`src/bxpd_pkg.sv`:
```
// ----------------------------------------------------------------------------
// bxpd_pkg
// Types, constants and helper functions shared by the binary XNOR/popcount
// dot product core and its stages.
// ----------------------------------------------------------------------------
package bxpd_pkg;

    localparam int WORD_W    = 64;
    localparam int MAX_LANES = 4;
    localparam int NIBBLE_W  = 4;
    localparam logic [NIBBLE_W-1:0] NIBBLE_MASK = 4'hf;

    localparam int CFG_IDX_W = 4;
    localparam int CFG_W     = 16;
    localparam int TOTAL_W   = 16;
    localparam int SLOPE_W   = 16;
    localparam int COUNT_W   = 16;
    localparam logic [COUNT_W-1:0] COUNT_MAX = {COUNT_W{1'b1}};

    // total_bits - 2 * count spans [-2 * COUNT_MAX, 2**TOTAL_W - 1]
    localparam int D_W   = COUNT_W + 2;
    localparam int ACT_W = 33;

    typedef enum logic [CFG_IDX_W-1:0] {
        CFG_TOTAL_BITS  = 4'd0,
        CFG_PRELU_SLOPE = 4'd1
    } t_cfg_idx;

    typedef struct packed {
        logic [WORD_W-1:0] act_word0;
        logic [WORD_W-1:0] act_word1;
        logic [WORD_W-1:0] act_word2;
        logic [WORD_W-1:0] act_word3;
        logic [WORD_W-1:0] wgt_word0;
        logic [WORD_W-1:0] wgt_word1;
        logic [WORD_W-1:0] wgt_word2;
        logic [WORD_W-1:0] wgt_word3;
        logic              last_chunk;
    } t_req;

    typedef struct packed {
        logic signed [ACT_W-1:0] activation;
        logic                    count_saturated;
    } t_rsp;

    function automatic logic [2:0] nibble_ones(input logic [NIBBLE_W-1:0] nib);
        logic [2:0] n;
        case (nib & NIBBLE_MASK)
            4'h0:                      n = 3'd0;
            4'h1, 4'h2, 4'h4, 4'h8:    n = 3'd1;
            4'h3, 4'h5, 4'h6, 4'h9,
            4'ha, 4'hc:                n = 3'd2;
            4'h7, 4'hb, 4'hd, 4'he:    n = 3'd3;
            default:                   n = 3'd4;
        endcase
        return n;
    endfunction

    // Mismatch bits of one lane: activation XOR weight
    function automatic logic [WORD_W-1:0] lane_xor(input t_req req, input logic [1:0] lane);
        logic [WORD_W-1:0] w;
        case (lane)
            2'd0:    w = req.act_word0 ^ req.wgt_word0;
            2'd1:    w = req.act_word1 ^ req.wgt_word1;
            2'd2:    w = req.act_word2 ^ req.wgt_word2;
            default: w = req.act_word3 ^ req.wgt_word3;
        endcase
        return w;
    endfunction

endpackage

```
`src/binary_xnor_popcount_dot_prelu_core.sv`:
```
// ----------------------------------------------------------------------------
// binary_xnor_popcount_dot_prelu_core
// Binary dot product by XOR and popcount with a fixed-point PReLU result.
// ----------------------------------------------------------------------------
// Takes one request of LANES packed 64-bit activation/weight word pairs per
// clock while o_stall is low and answers with one result on each request
// marked last_chunk. The path is four registers deep: input register,
// popcount tree, saturating accumulator (which also forms total_bits - 2 *
// count) and the PReLU result register. The accumulator is the only loop, so
// the block sustains one request per cycle when nothing stalls. o_stall
// comes from a one-entry skid register in front of the input register, and
// the result register holds under i_stall while the skid takes one more
// request. The user must write configuration only while no product is in
// flight; the block does not enforce this. o_cfg_ready is always high and
// writes to unknown indexes are dropped.
// ----------------------------------------------------------------------------
module binary_xnor_popcount_dot_prelu_core #(
    parameter int LANES           = 4,
    parameter int SLOPE_FRAC_BITS = 12
) (
    input  logic                              i_clk,
    input  logic                              i_rst_n,
    input  logic                              i_valid,
    input  bxpd_pkg::t_req                    i_req,
    output logic                              o_stall,
    output logic                              o_valid,
    output bxpd_pkg::t_rsp                    o_rsp,
    input  logic                              i_stall,
    input  logic                              i_cfg_valid,
    output logic                              o_cfg_ready,
    input  logic [bxpd_pkg::CFG_IDX_W-1:0]    i_cfg_index,
    input  logic [bxpd_pkg::CFG_W-1:0]        i_cfg_data
);
    import bxpd_pkg::*;

    localparam int SUM_W = $clog2(LANES * WORD_W + 1);

    logic [TOTAL_W-1:0]       r_total_bits;
    logic signed [SLOPE_W-1:0] r_prelu_slope;

    logic                     w_en;
    logic                     w_head_valid;
    t_req                     w_head_req;
    logic                     w_pc_valid;
    logic                     w_pc_last;
    logic [SUM_W-1:0]         w_pc_sum;
    logic                     w_acc_valid;
    logic signed [D_W-1:0]    w_acc_d;
    logic                     w_acc_sat;
    logic                     w_out_valid;

    assign o_cfg_ready = 1'b1;

    always_ff @(posedge i_clk) begin
        if (!i_rst_n) begin
            r_total_bits  <= '0;
            r_prelu_slope <= '0;
        end else if (i_cfg_valid && o_cfg_ready) begin
            unique case (i_cfg_index)
                CFG_TOTAL_BITS:  r_total_bits  <= i_cfg_data[TOTAL_W-1:0];
                CFG_PRELU_SLOPE: r_prelu_slope <= $signed(i_cfg_data[SLOPE_W-1:0]);
                default: ;
            endcase
        end
    end

    // advance the whole pipeline unless a finished result is held
    assign w_en    = !w_out_valid || !i_stall;
    assign o_valid = w_out_valid;

    bxpd_in_skid u_in_skid (
        .i_clk   (i_clk),
        .i_rst_n (i_rst_n),
        .i_valid (i_valid),
        .i_req   (i_req),
        .o_stall (o_stall),
        .i_en    (w_en),
        .o_valid (w_head_valid),
        .o_req   (w_head_req)
    );

    bxpd_popcount #(
        .LANES (LANES),
        .SUM_W (SUM_W)
    ) u_popcount (
        .i_clk   (i_clk),
        .i_rst_n (i_rst_n),
        .i_en    (w_en),
        .i_valid (w_head_valid),
        .i_req   (w_head_req),
        .o_valid (w_pc_valid),
        .o_last  (w_pc_last),
        .o_sum   (w_pc_sum)
    );

    bxpd_accum #(
        .SUM_W (SUM_W)
    ) u_accum (
        .i_clk        (i_clk),
        .i_rst_n      (i_rst_n),
        .i_en         (w_en),
        .i_valid      (w_pc_valid),
        .i_last       (w_pc_last),
        .i_sum        (w_pc_sum),
        .i_total_bits (r_total_bits),
        .o_valid      (w_acc_valid),
        .o_d          (w_acc_d),
        .o_sat        (w_acc_sat)
    );

    bxpd_prelu #(
        .SLOPE_FRAC_BITS (SLOPE_FRAC_BITS)
    ) u_prelu (
        .i_clk   (i_clk),
        .i_rst_n (i_rst_n),
        .i_en    (w_en),
        .i_valid (w_acc_valid),
        .i_d     (w_acc_d),
        .i_sat   (w_acc_sat),
        .i_slope (r_prelu_slope),
        .o_valid (w_out_valid),
        .o_rsp   (o_rsp)
    );

endmodule

```
`src/bxpd_in_skid.sv`:
```
// ----------------------------------------------------------------------------
// bxpd_in_skid
// Input register with one skid entry, so the upstream stall is a register.
// ----------------------------------------------------------------------------
module bxpd_in_skid (
    input  logic          i_clk,
    input  logic          i_rst_n,
    input  logic          i_valid,
    input  bxpd_pkg::t_req i_req,
    output logic          o_stall,
    input  logic          i_en,
    output logic          o_valid,
    output bxpd_pkg::t_req o_req
);
    import bxpd_pkg::*;

    logic r_in_valid;
    logic r_skid_valid;
    t_req r_in_req;
    t_req r_skid_req;
    logic w_accept;

    assign o_stall  = r_skid_valid;
    assign w_accept = i_valid && !r_skid_valid;
    assign o_valid  = r_in_valid;
    assign o_req    = r_in_req;

    always_ff @(posedge i_clk) begin
        if (!i_rst_n) begin
            r_in_valid   <= 1'b0;
            r_skid_valid <= 1'b0;
        end else if (i_en) begin
            if (r_skid_valid) begin
                r_in_valid   <= 1'b1;
                r_skid_valid <= 1'b0;
            end else begin
                r_in_valid <= w_accept;
            end
        end else if (w_accept) begin
            if (r_in_valid) begin
                r_skid_valid <= 1'b1;
            end else begin
                r_in_valid <= 1'b1;
            end
        end
    end

    always_ff @(posedge i_clk) begin
        if (i_en) begin
            r_in_req <= r_skid_valid ? r_skid_req : i_req;
        end else if (w_accept && !r_in_valid) begin
            r_in_req <= i_req;
        end
        if (!i_en && w_accept && r_in_valid) begin
            r_skid_req <= i_req;
        end
    end

    a_skid_behind_head: assert property (@(posedge i_clk) disable iff (!i_rst_n)
        r_skid_valid |-> r_in_valid)
        else $error("skid entry held without a head request");

    a_skid_fill_on_hold: assert property (@(posedge i_clk) disable iff (!i_rst_n)
        $rose(r_skid_valid) |-> $past(!i_en))
        else $error("skid entry filled while the pipeline advanced");

endmodule

```
`src/bxpd_popcount.sv`:
```
// ----------------------------------------------------------------------------
// bxpd_popcount
// XOR of each lane pair and a registered nibble-table adder tree over all
// active lanes.
// ----------------------------------------------------------------------------
module bxpd_popcount #(
    parameter int LANES = 4,
    parameter int SUM_W = 9
) (
    input  logic             i_clk,
    input  logic             i_rst_n,
    input  logic             i_en,
    input  logic             i_valid,
    input  bxpd_pkg::t_req   i_req,
    output logic             o_valid,
    output logic             o_last,
    output logic [SUM_W-1:0] o_sum
);
    import bxpd_pkg::*;

    localparam int NIBS   = WORD_W / NIBBLE_W;
    localparam int LEAVES = MAX_LANES * NIBS;
    localparam int LEVELS = $clog2(LEAVES);

    logic [SUM_W-1:0] w_node [LEVELS+1][LEAVES];
    logic             r_valid;
    logic             r_last;
    logic [SUM_W-1:0] r_sum;

    always_comb begin
        logic [WORD_W-1:0] lane_word;
        for (int l = 0; l <= LEVELS; l++) begin
            for (int i = 0; i < LEAVES; i++) begin
                w_node[l][i] = '0;
            end
        end
        // leaves: ones per nibble, inactive lanes stay zero
        for (int lane = 0; lane < MAX_LANES; lane++) begin
            lane_word = lane_xor(i_req, 2'(lane));
            for (int k = 0; k < NIBS; k++) begin
                if (lane < LANES) begin
                    w_node[0][lane*NIBS+k] = SUM_W'(nibble_ones(lane_word[k*NIBBLE_W +: NIBBLE_W]));
                end
            end
        end
        for (int l = 1; l <= LEVELS; l++) begin
            for (int i = 0; i < (LEAVES >> l); i++) begin
                w_node[l][i] = w_node[l-1][2*i] + w_node[l-1][2*i+1];
            end
        end
    end

    always_ff @(posedge i_clk) begin
        if (!i_rst_n) begin
            r_valid <= 1'b0;
        end else if (i_en) begin
            r_valid <= i_valid;
        end
    end

    always_ff @(posedge i_clk) begin
        if (i_en) begin
            r_last <= i_req.last_chunk;
            r_sum  <= w_node[LEVELS][0];
        end
    end

    assign o_valid = r_valid;
    assign o_last  = r_last;
    assign o_sum   = r_sum;

endmodule

```
`src/bxpd_accum.sv`:
```
// ----------------------------------------------------------------------------
// bxpd_accum
// Saturating mismatch accumulator; on the last request forms
// total_bits - 2 * count and clears the running state.
// ----------------------------------------------------------------------------
module bxpd_accum #(
    parameter int SUM_W = 9
) (
    input  logic                          i_clk,
    input  logic                          i_rst_n,
    input  logic                          i_en,
    input  logic                          i_valid,
    input  logic                          i_last,
    input  logic [SUM_W-1:0]              i_sum,
    input  logic [bxpd_pkg::TOTAL_W-1:0]  i_total_bits,
    output logic                          o_valid,
    output logic signed [bxpd_pkg::D_W-1:0] o_d,
    output logic                          o_sat
);
    import bxpd_pkg::*;

    logic [COUNT_W-1:0]    r_count;
    logic                  r_sat;
    logic                  r_valid;
    logic signed [D_W-1:0] r_d;
    logic                  r_out_sat;

    logic [COUNT_W:0]      w_sum;
    logic                  w_ovf;
    logic [COUNT_W-1:0]    n_count;
    logic signed [D_W-1:0] n_d;

    always_comb begin
        w_sum   = {1'b0, r_count} + (COUNT_W+1)'(i_sum);
        w_ovf   = w_sum[COUNT_W];
        n_count = w_ovf ? COUNT_MAX : w_sum[COUNT_W-1:0];
        n_d     = $signed(D_W'(i_total_bits)) - $signed({1'b0, n_count, 1'b0});
    end

    always_ff @(posedge i_clk) begin
        if (!i_rst_n) begin
            r_count <= '0;
            r_sat   <= 1'b0;
            r_valid <= 1'b0;
        end else if (i_en) begin
            r_valid <= i_valid && i_last;
            if (i_valid) begin
                // clear after the product ends
                if (i_last) begin
                    r_count <= '0;
                    r_sat   <= 1'b0;
                end else begin
                    r_count <= n_count;
                    r_sat   <= r_sat || w_ovf;
                end
            end
        end
    end

    always_ff @(posedge i_clk) begin
        if (i_en) begin
            r_d       <= n_d;
            r_out_sat <= r_sat || w_ovf;
        end
    end

    assign o_valid = r_valid;
    assign o_d     = r_d;
    assign o_sat   = r_out_sat;

    a_sat_pins_count: assert property (@(posedge i_clk) disable iff (!i_rst_n)
        r_sat |-> (r_count == COUNT_MAX))
        else $error("saturation flag set with count below maximum");

    a_clear_after_last: assert property (@(posedge i_clk) disable iff (!i_rst_n)
        (i_en && i_valid && i_last) |=> (r_count == '0 && !r_sat))
        else $error("running count not cleared after last request");

endmodule

```
`src/bxpd_prelu.sv`:
```
// ----------------------------------------------------------------------------
// bxpd_prelu
// PReLU on the dot product: shift for non-negative, slope multiply for
// negative, clamp to the output width, then the result register.
// ----------------------------------------------------------------------------
module bxpd_prelu #(
    parameter int SLOPE_FRAC_BITS = 12
) (
    input  logic                              i_clk,
    input  logic                              i_rst_n,
    input  logic                              i_en,
    input  logic                              i_valid,
    input  logic signed [bxpd_pkg::D_W-1:0]   i_d,
    input  logic                              i_sat,
    input  logic signed [bxpd_pkg::SLOPE_W-1:0] i_slope,
    output logic                              o_valid,
    output bxpd_pkg::t_rsp                    o_rsp
);
    import bxpd_pkg::*;

    localparam int PROD_W = D_W + ((SLOPE_FRAC_BITS > SLOPE_W) ? SLOPE_FRAC_BITS : SLOPE_W);

    logic signed [PROD_W-1:0] w_d_ext;
    logic signed [PROD_W-1:0] w_slope_ext;
    logic signed [PROD_W-1:0] w_prod;
    logic signed [PROD_W-1:0] w_shl;
    logic signed [PROD_W-1:0] w_act;
    logic [PROD_W-ACT_W:0]    w_hi;
    logic signed [ACT_W-1:0]  n_act;
    logic                     r_valid;
    t_rsp                     r_rsp;

    always_comb begin
        w_d_ext     = PROD_W'(i_d);
        w_slope_ext = PROD_W'(i_slope);
        w_prod      = w_d_ext * w_slope_ext;
        w_shl       = w_d_ext <<< SLOPE_FRAC_BITS;
        w_act       = i_d[D_W-1] ? w_prod : w_shl;
        w_hi        = w_act[PROD_W-1:ACT_W-1];
        // clamp when the upper bits are not a sign extension
        if ((&w_hi) || !(|w_hi)) begin
            n_act = w_act[ACT_W-1:0];
        end else if (w_act[PROD_W-1]) begin
            n_act = {1'b1, {(ACT_W-1){1'b0}}};
        end else begin
            n_act = {1'b0, {(ACT_W-1){1'b1}}};
        end
    end

    always_ff @(posedge i_clk) begin
        if (!i_rst_n) begin
            r_valid <= 1'b0;
        end else if (i_en) begin
            r_valid <= i_valid;
        end
    end

    always_ff @(posedge i_clk) begin
        if (i_en) begin
            r_rsp.activation      <= n_act;
            r_rsp.count_saturated <= i_sat;
        end
    end

    assign o_valid = r_valid;
    assign o_rsp   = r_rsp;

endmodule
```
`config.mk`:
```
export PLATFORM = sky130hd
export DESIGN_NAME = binary_xnor_popcount_dot_prelu_core
export DESIGN_NICKNAME = d
export VERILOG_FILES = /design/src/bxpd_pkg.sv /design/src/binary_xnor_popcount_dot_prelu_core.sv /design/src/bxpd_in_skid.sv /design/src/bxpd_popcount.sv /design/src/bxpd_accum.sv /design/src/bxpd_prelu.sv
export SDC_FILE = /design/constraint.sdc
export NUM_CORES = 2
export LEC_CHECK = 0
export ABC_AREA = 1
export BUFFER_PORTS_ARGS = -buffer_cell sky130_fd_sc_hd__buf_2
export CAP_MARGIN = 20
export CORE_ASPECT_RATIO = 1.4
export CORE_MARGIN = 2
export CORE_UTILIZATION = 55
export DETAILED_ROUTE_END_ITERATION = 8
export PLACE_DENSITY_LB_ADDON = 0.08
export SETUP_SLACK_MARGIN = 0.15
export SYNTH_ARGS = -nofsm -noshare
export SYNTH_HDL_FRONTEND = slang
export SYNTH_SLANG_ARGS = --single-unit
export TNS_END_PERCENT = 50
```
`constraint.sdc`:
```
create_clock -name i_clk -period 66.4 [get_ports i_clk]
set_input_delay 13.28 -clock i_clk [delete_from_list [all_inputs] [get_ports i_clk]]
set_output_delay 13.28 -clock i_clk [all_outputs]
set_load 0.005 [all_outputs]
```
==> results.json <==
{
  "critPathMaxFanout": 73,
  "synthesis.area_sq_um": 69300,
  "total_nets_after_synthesis": 7199,
  "layout-area-overhead-vs-synth_pct": 11.8,
  "crit_arrival_ns": 17.54,
  "tightest_slew_ns": 1.11,
  "drt_drc_violations_left": 0,
  "yosys_most_used_dff": "sky130_fd_sc_hd__edfxtp_1",
  "post_synth_inst_count": 5796,
  "post-cts-setup-buffers": 0,
  "die_area_sq_um": 129000,
  "clock_tree.buffer_depth": 3,
  "critical_path_required_ns": 66.74,
  "detail_route.wl_per_cell_microns": 19.4,
  "endpoint_kind": "flop",
  "fmax_mhz": 58.1,
  "place.detailed.hpwl_microns": 120000,
  "boundaryPins": 575,
  "grt_overflow_total": 0,
  "grt_setup_unrepaired": "no",
  "synth-seq-cells": 1143,
  "timing_hold_violations_final": 0,
  "grt_antenna_before_repair": 35,
  "multi_input_area_sq_um": 30900,
  "groute.usage.overall_pct": 24.8,
  "post_cts_resized": 0,
  "grt_pass1_wl_microns": 244000,
  "synthArstFlopShare_pct": 0,
  "wirelength_microns": 157000,
  "fin_nets": 7773,
  "leading_cell_type_in_the_layout_fill_and_taps_excluded": "sky130_fd_sc_hd__edfxtp_1",
  "drt_first_pass_iters": 5,
  "die_width_microns": 304,
  "cts_max_level": 3,
  "portBuffers": 573,
  "clock-root-buffer": "sky130_fd_sc_hd__clkbuf_16",
  "regArea_sq_um": 33800,
  "drive_gt1_share_pct": 20.8,
  "clkTransAtPathRegs_ns": 0.06,
  "run_status": "complete, no violations",
  "postSynthAreaPerCell_sq_um": 12.0,
  "tritoncts": "yes",
  "core-area_sq_um": 125000,
  "final_cell_mix": "sky130_fd_sc_hd__edfxtp_1, sky130_fd_sc_hd__inv_1, sky130_fd_sc_hd__nand2_1",
  "first_global_vias": 44500,
  "drt_iter0_drc": 2344,
  "cts_inserted_buffers": 107,
  "post_cts_hold_buffer_count": 0,
  "core_rows": 154,
  "synth.distinct_cells": 47,
  "post_synth_edffs": 1089,
  "timing.final.setup_violations": 0,
  "setup-tns-final_ns": 0,
  "antenna_violating_nets_post_route": 0,
  "start_util_pct": 55.3,
  "min_path_type": "reg -> reg",
  "final.fill_count": 9986,
  "timing.critical_path.from_type": "primary input",
  "cts_num_sinks": 1143,
  "timing.setup.critical_path_class": "in -> reg",
  "via_count": 42400,
  "period_minus_slack_ns": 17.20,
  "post_drt_via_cell_ratio": 5.22,
  "share_of_synthesized_area_occupied_by_flip_flops_and_latches_pct": 48.7,
  "clk_lat_worst_skew_ns": 0.73,
  "slew-limit-headroom_pct": 26.2,
  "maxCapViolCount": 0,
  "yosysWarningCount": 0,
  "grt_max_degree": 164,
  "dieHeight_microns": 424,
  "fin_crit_sh_pct": 25.9,
  "drv_slew": 0,
  "clock_skew_ns": 0.0276,
  "place.gp.congestion": 0.920
}
==> worst paths after layout <==
| path | from | end | slack, ns | cells after the start |
|---|---|---|---|---|
| min | u_accum.o_sat$_DFFE_PN_ | u_prelu.o_rsp[0]$_DFFE_PN_ | 0.42 | 0 |
| max reg2reg | u_in_skid.o_req[97]$_DFFE_PP_ | u_popcount.o_sum[8]$_DFFE_PN_ | 57.79 | 28 |
| max | i_stall | u_in_skid.r_skid_req[67]$_DFFE_PP_ | 49.20 | 7 |
| min reg2reg | u_accum.o_sat$_DFFE_PN_ | u_prelu.o_rsp[0]$_DFFE_PN_ | 0.42 | 0 |
==> synthesized netlist by cell type (all sizes together), types with 84 or more instances <==
library cell  count  area, sq um
nand3            96          485
xnor2           254         2220
ha              418         5230
nand2           837         3160
inv            1078         4050
nor2            142          553
fa              447         8950
a21oi           172          861
clkbuf           84          315
o21ai           152          764
edfxtp         1089        32700
mux2            513         5780
xor2            134         1170
==> critical path, cell delays in order <==
cell and delay (ns):
sky130_fd_sc_hd__buf_2 0.13, sky130_fd_sc_hd__nand2_2 0.50, sky130_fd_sc_hd__nor3_2 0.32, sky130_fd_sc_hd__buf_4 0.62
sky130_fd_sc_hd__buf_4 0.74, sky130_fd_sc_hd__buf_4 0.89, sky130_fd_sc_hd__buf_4 0.84
==> sequential cells by signal (all words and copies together) (netlist names) <==
register / count
u_popcount.o_valid: 1
u_accum.r_sat: 1
u_accum.r_count: 16
u_accum.o_d: 18
u_in_skid.o_req: 513
u_prelu.o_rsp: 34
u_accum.o_sat: 1
r_total_bits: 16
u_prelu.o_valid: 1
u_accum.o_valid: 1
u_in_skid.o_stall: 1
u_popcount.o_last: 1
u_popcount.o_sum: 9
u_in_skid.o_valid: 1
r_prelu_slope: 16
u_in_skid.r_skid_req: 513
==> cell families (layout without fill, tap and decap cells) <==
family / Yosys count / in the layout / share of synthesized area, %
flops: 1143 / 1143 / 48.7
buf+inv: 1229 / 1892 / 6.78
xor+xnor: 388 / 388 / 4.90
compound gates: 423 / 423 / 3.38
simple gates: 1233 / 1233 / 7.43
other cells: 1 / 15 / 0.00541
fa+ha+maj: 865 / 865 / 20.4
mux: 514 / 514 / 8.34
==> metal layers <==
metal	track usage, %	wire (microns)
met1	29.3	61500
met2	45.4	82700
met3	3.62	7310
met4	9.93	5810
met5	0	100
==> layout make-up <==
type                            count  area share [%]
Antenna cell                       14          0.0452
Multi-Input combinational cell   3424            39.8
Clock buffer                      136            3.70
Clock inverter                     62           0.829
Sequential cell                  1143            43.6
Timing Repair Buffer              614            4.16
Tap cell                         1638            2.64
Inverter                         1080            5.23
==> through the flow <==
stage / util (%) / setup slack (ns) / hold slack (ns) / cells / instance area, sq um
final: 61.8 / 49.20 / 0.423 / 8111 / 77600
after detailed placement: 59.0 / 48.42 / 0.409 / 7897 / 74000
after global placement: 59.0 / 48.42 / 0.405 / 7897 / 74000
after floorplan: - / 15.93 / 0.400 / 5796 / 69300
after CTS: 61.8 / 49.21 / 0.424 / 8095 / 77500
after global routing: 61.8 / 48.88 / 0.423 / 8109 / 77600
Power is left out: the tool's default activity adds up to more than one toggle a clock period on the data nets, which glitch-free logic cannot reach.
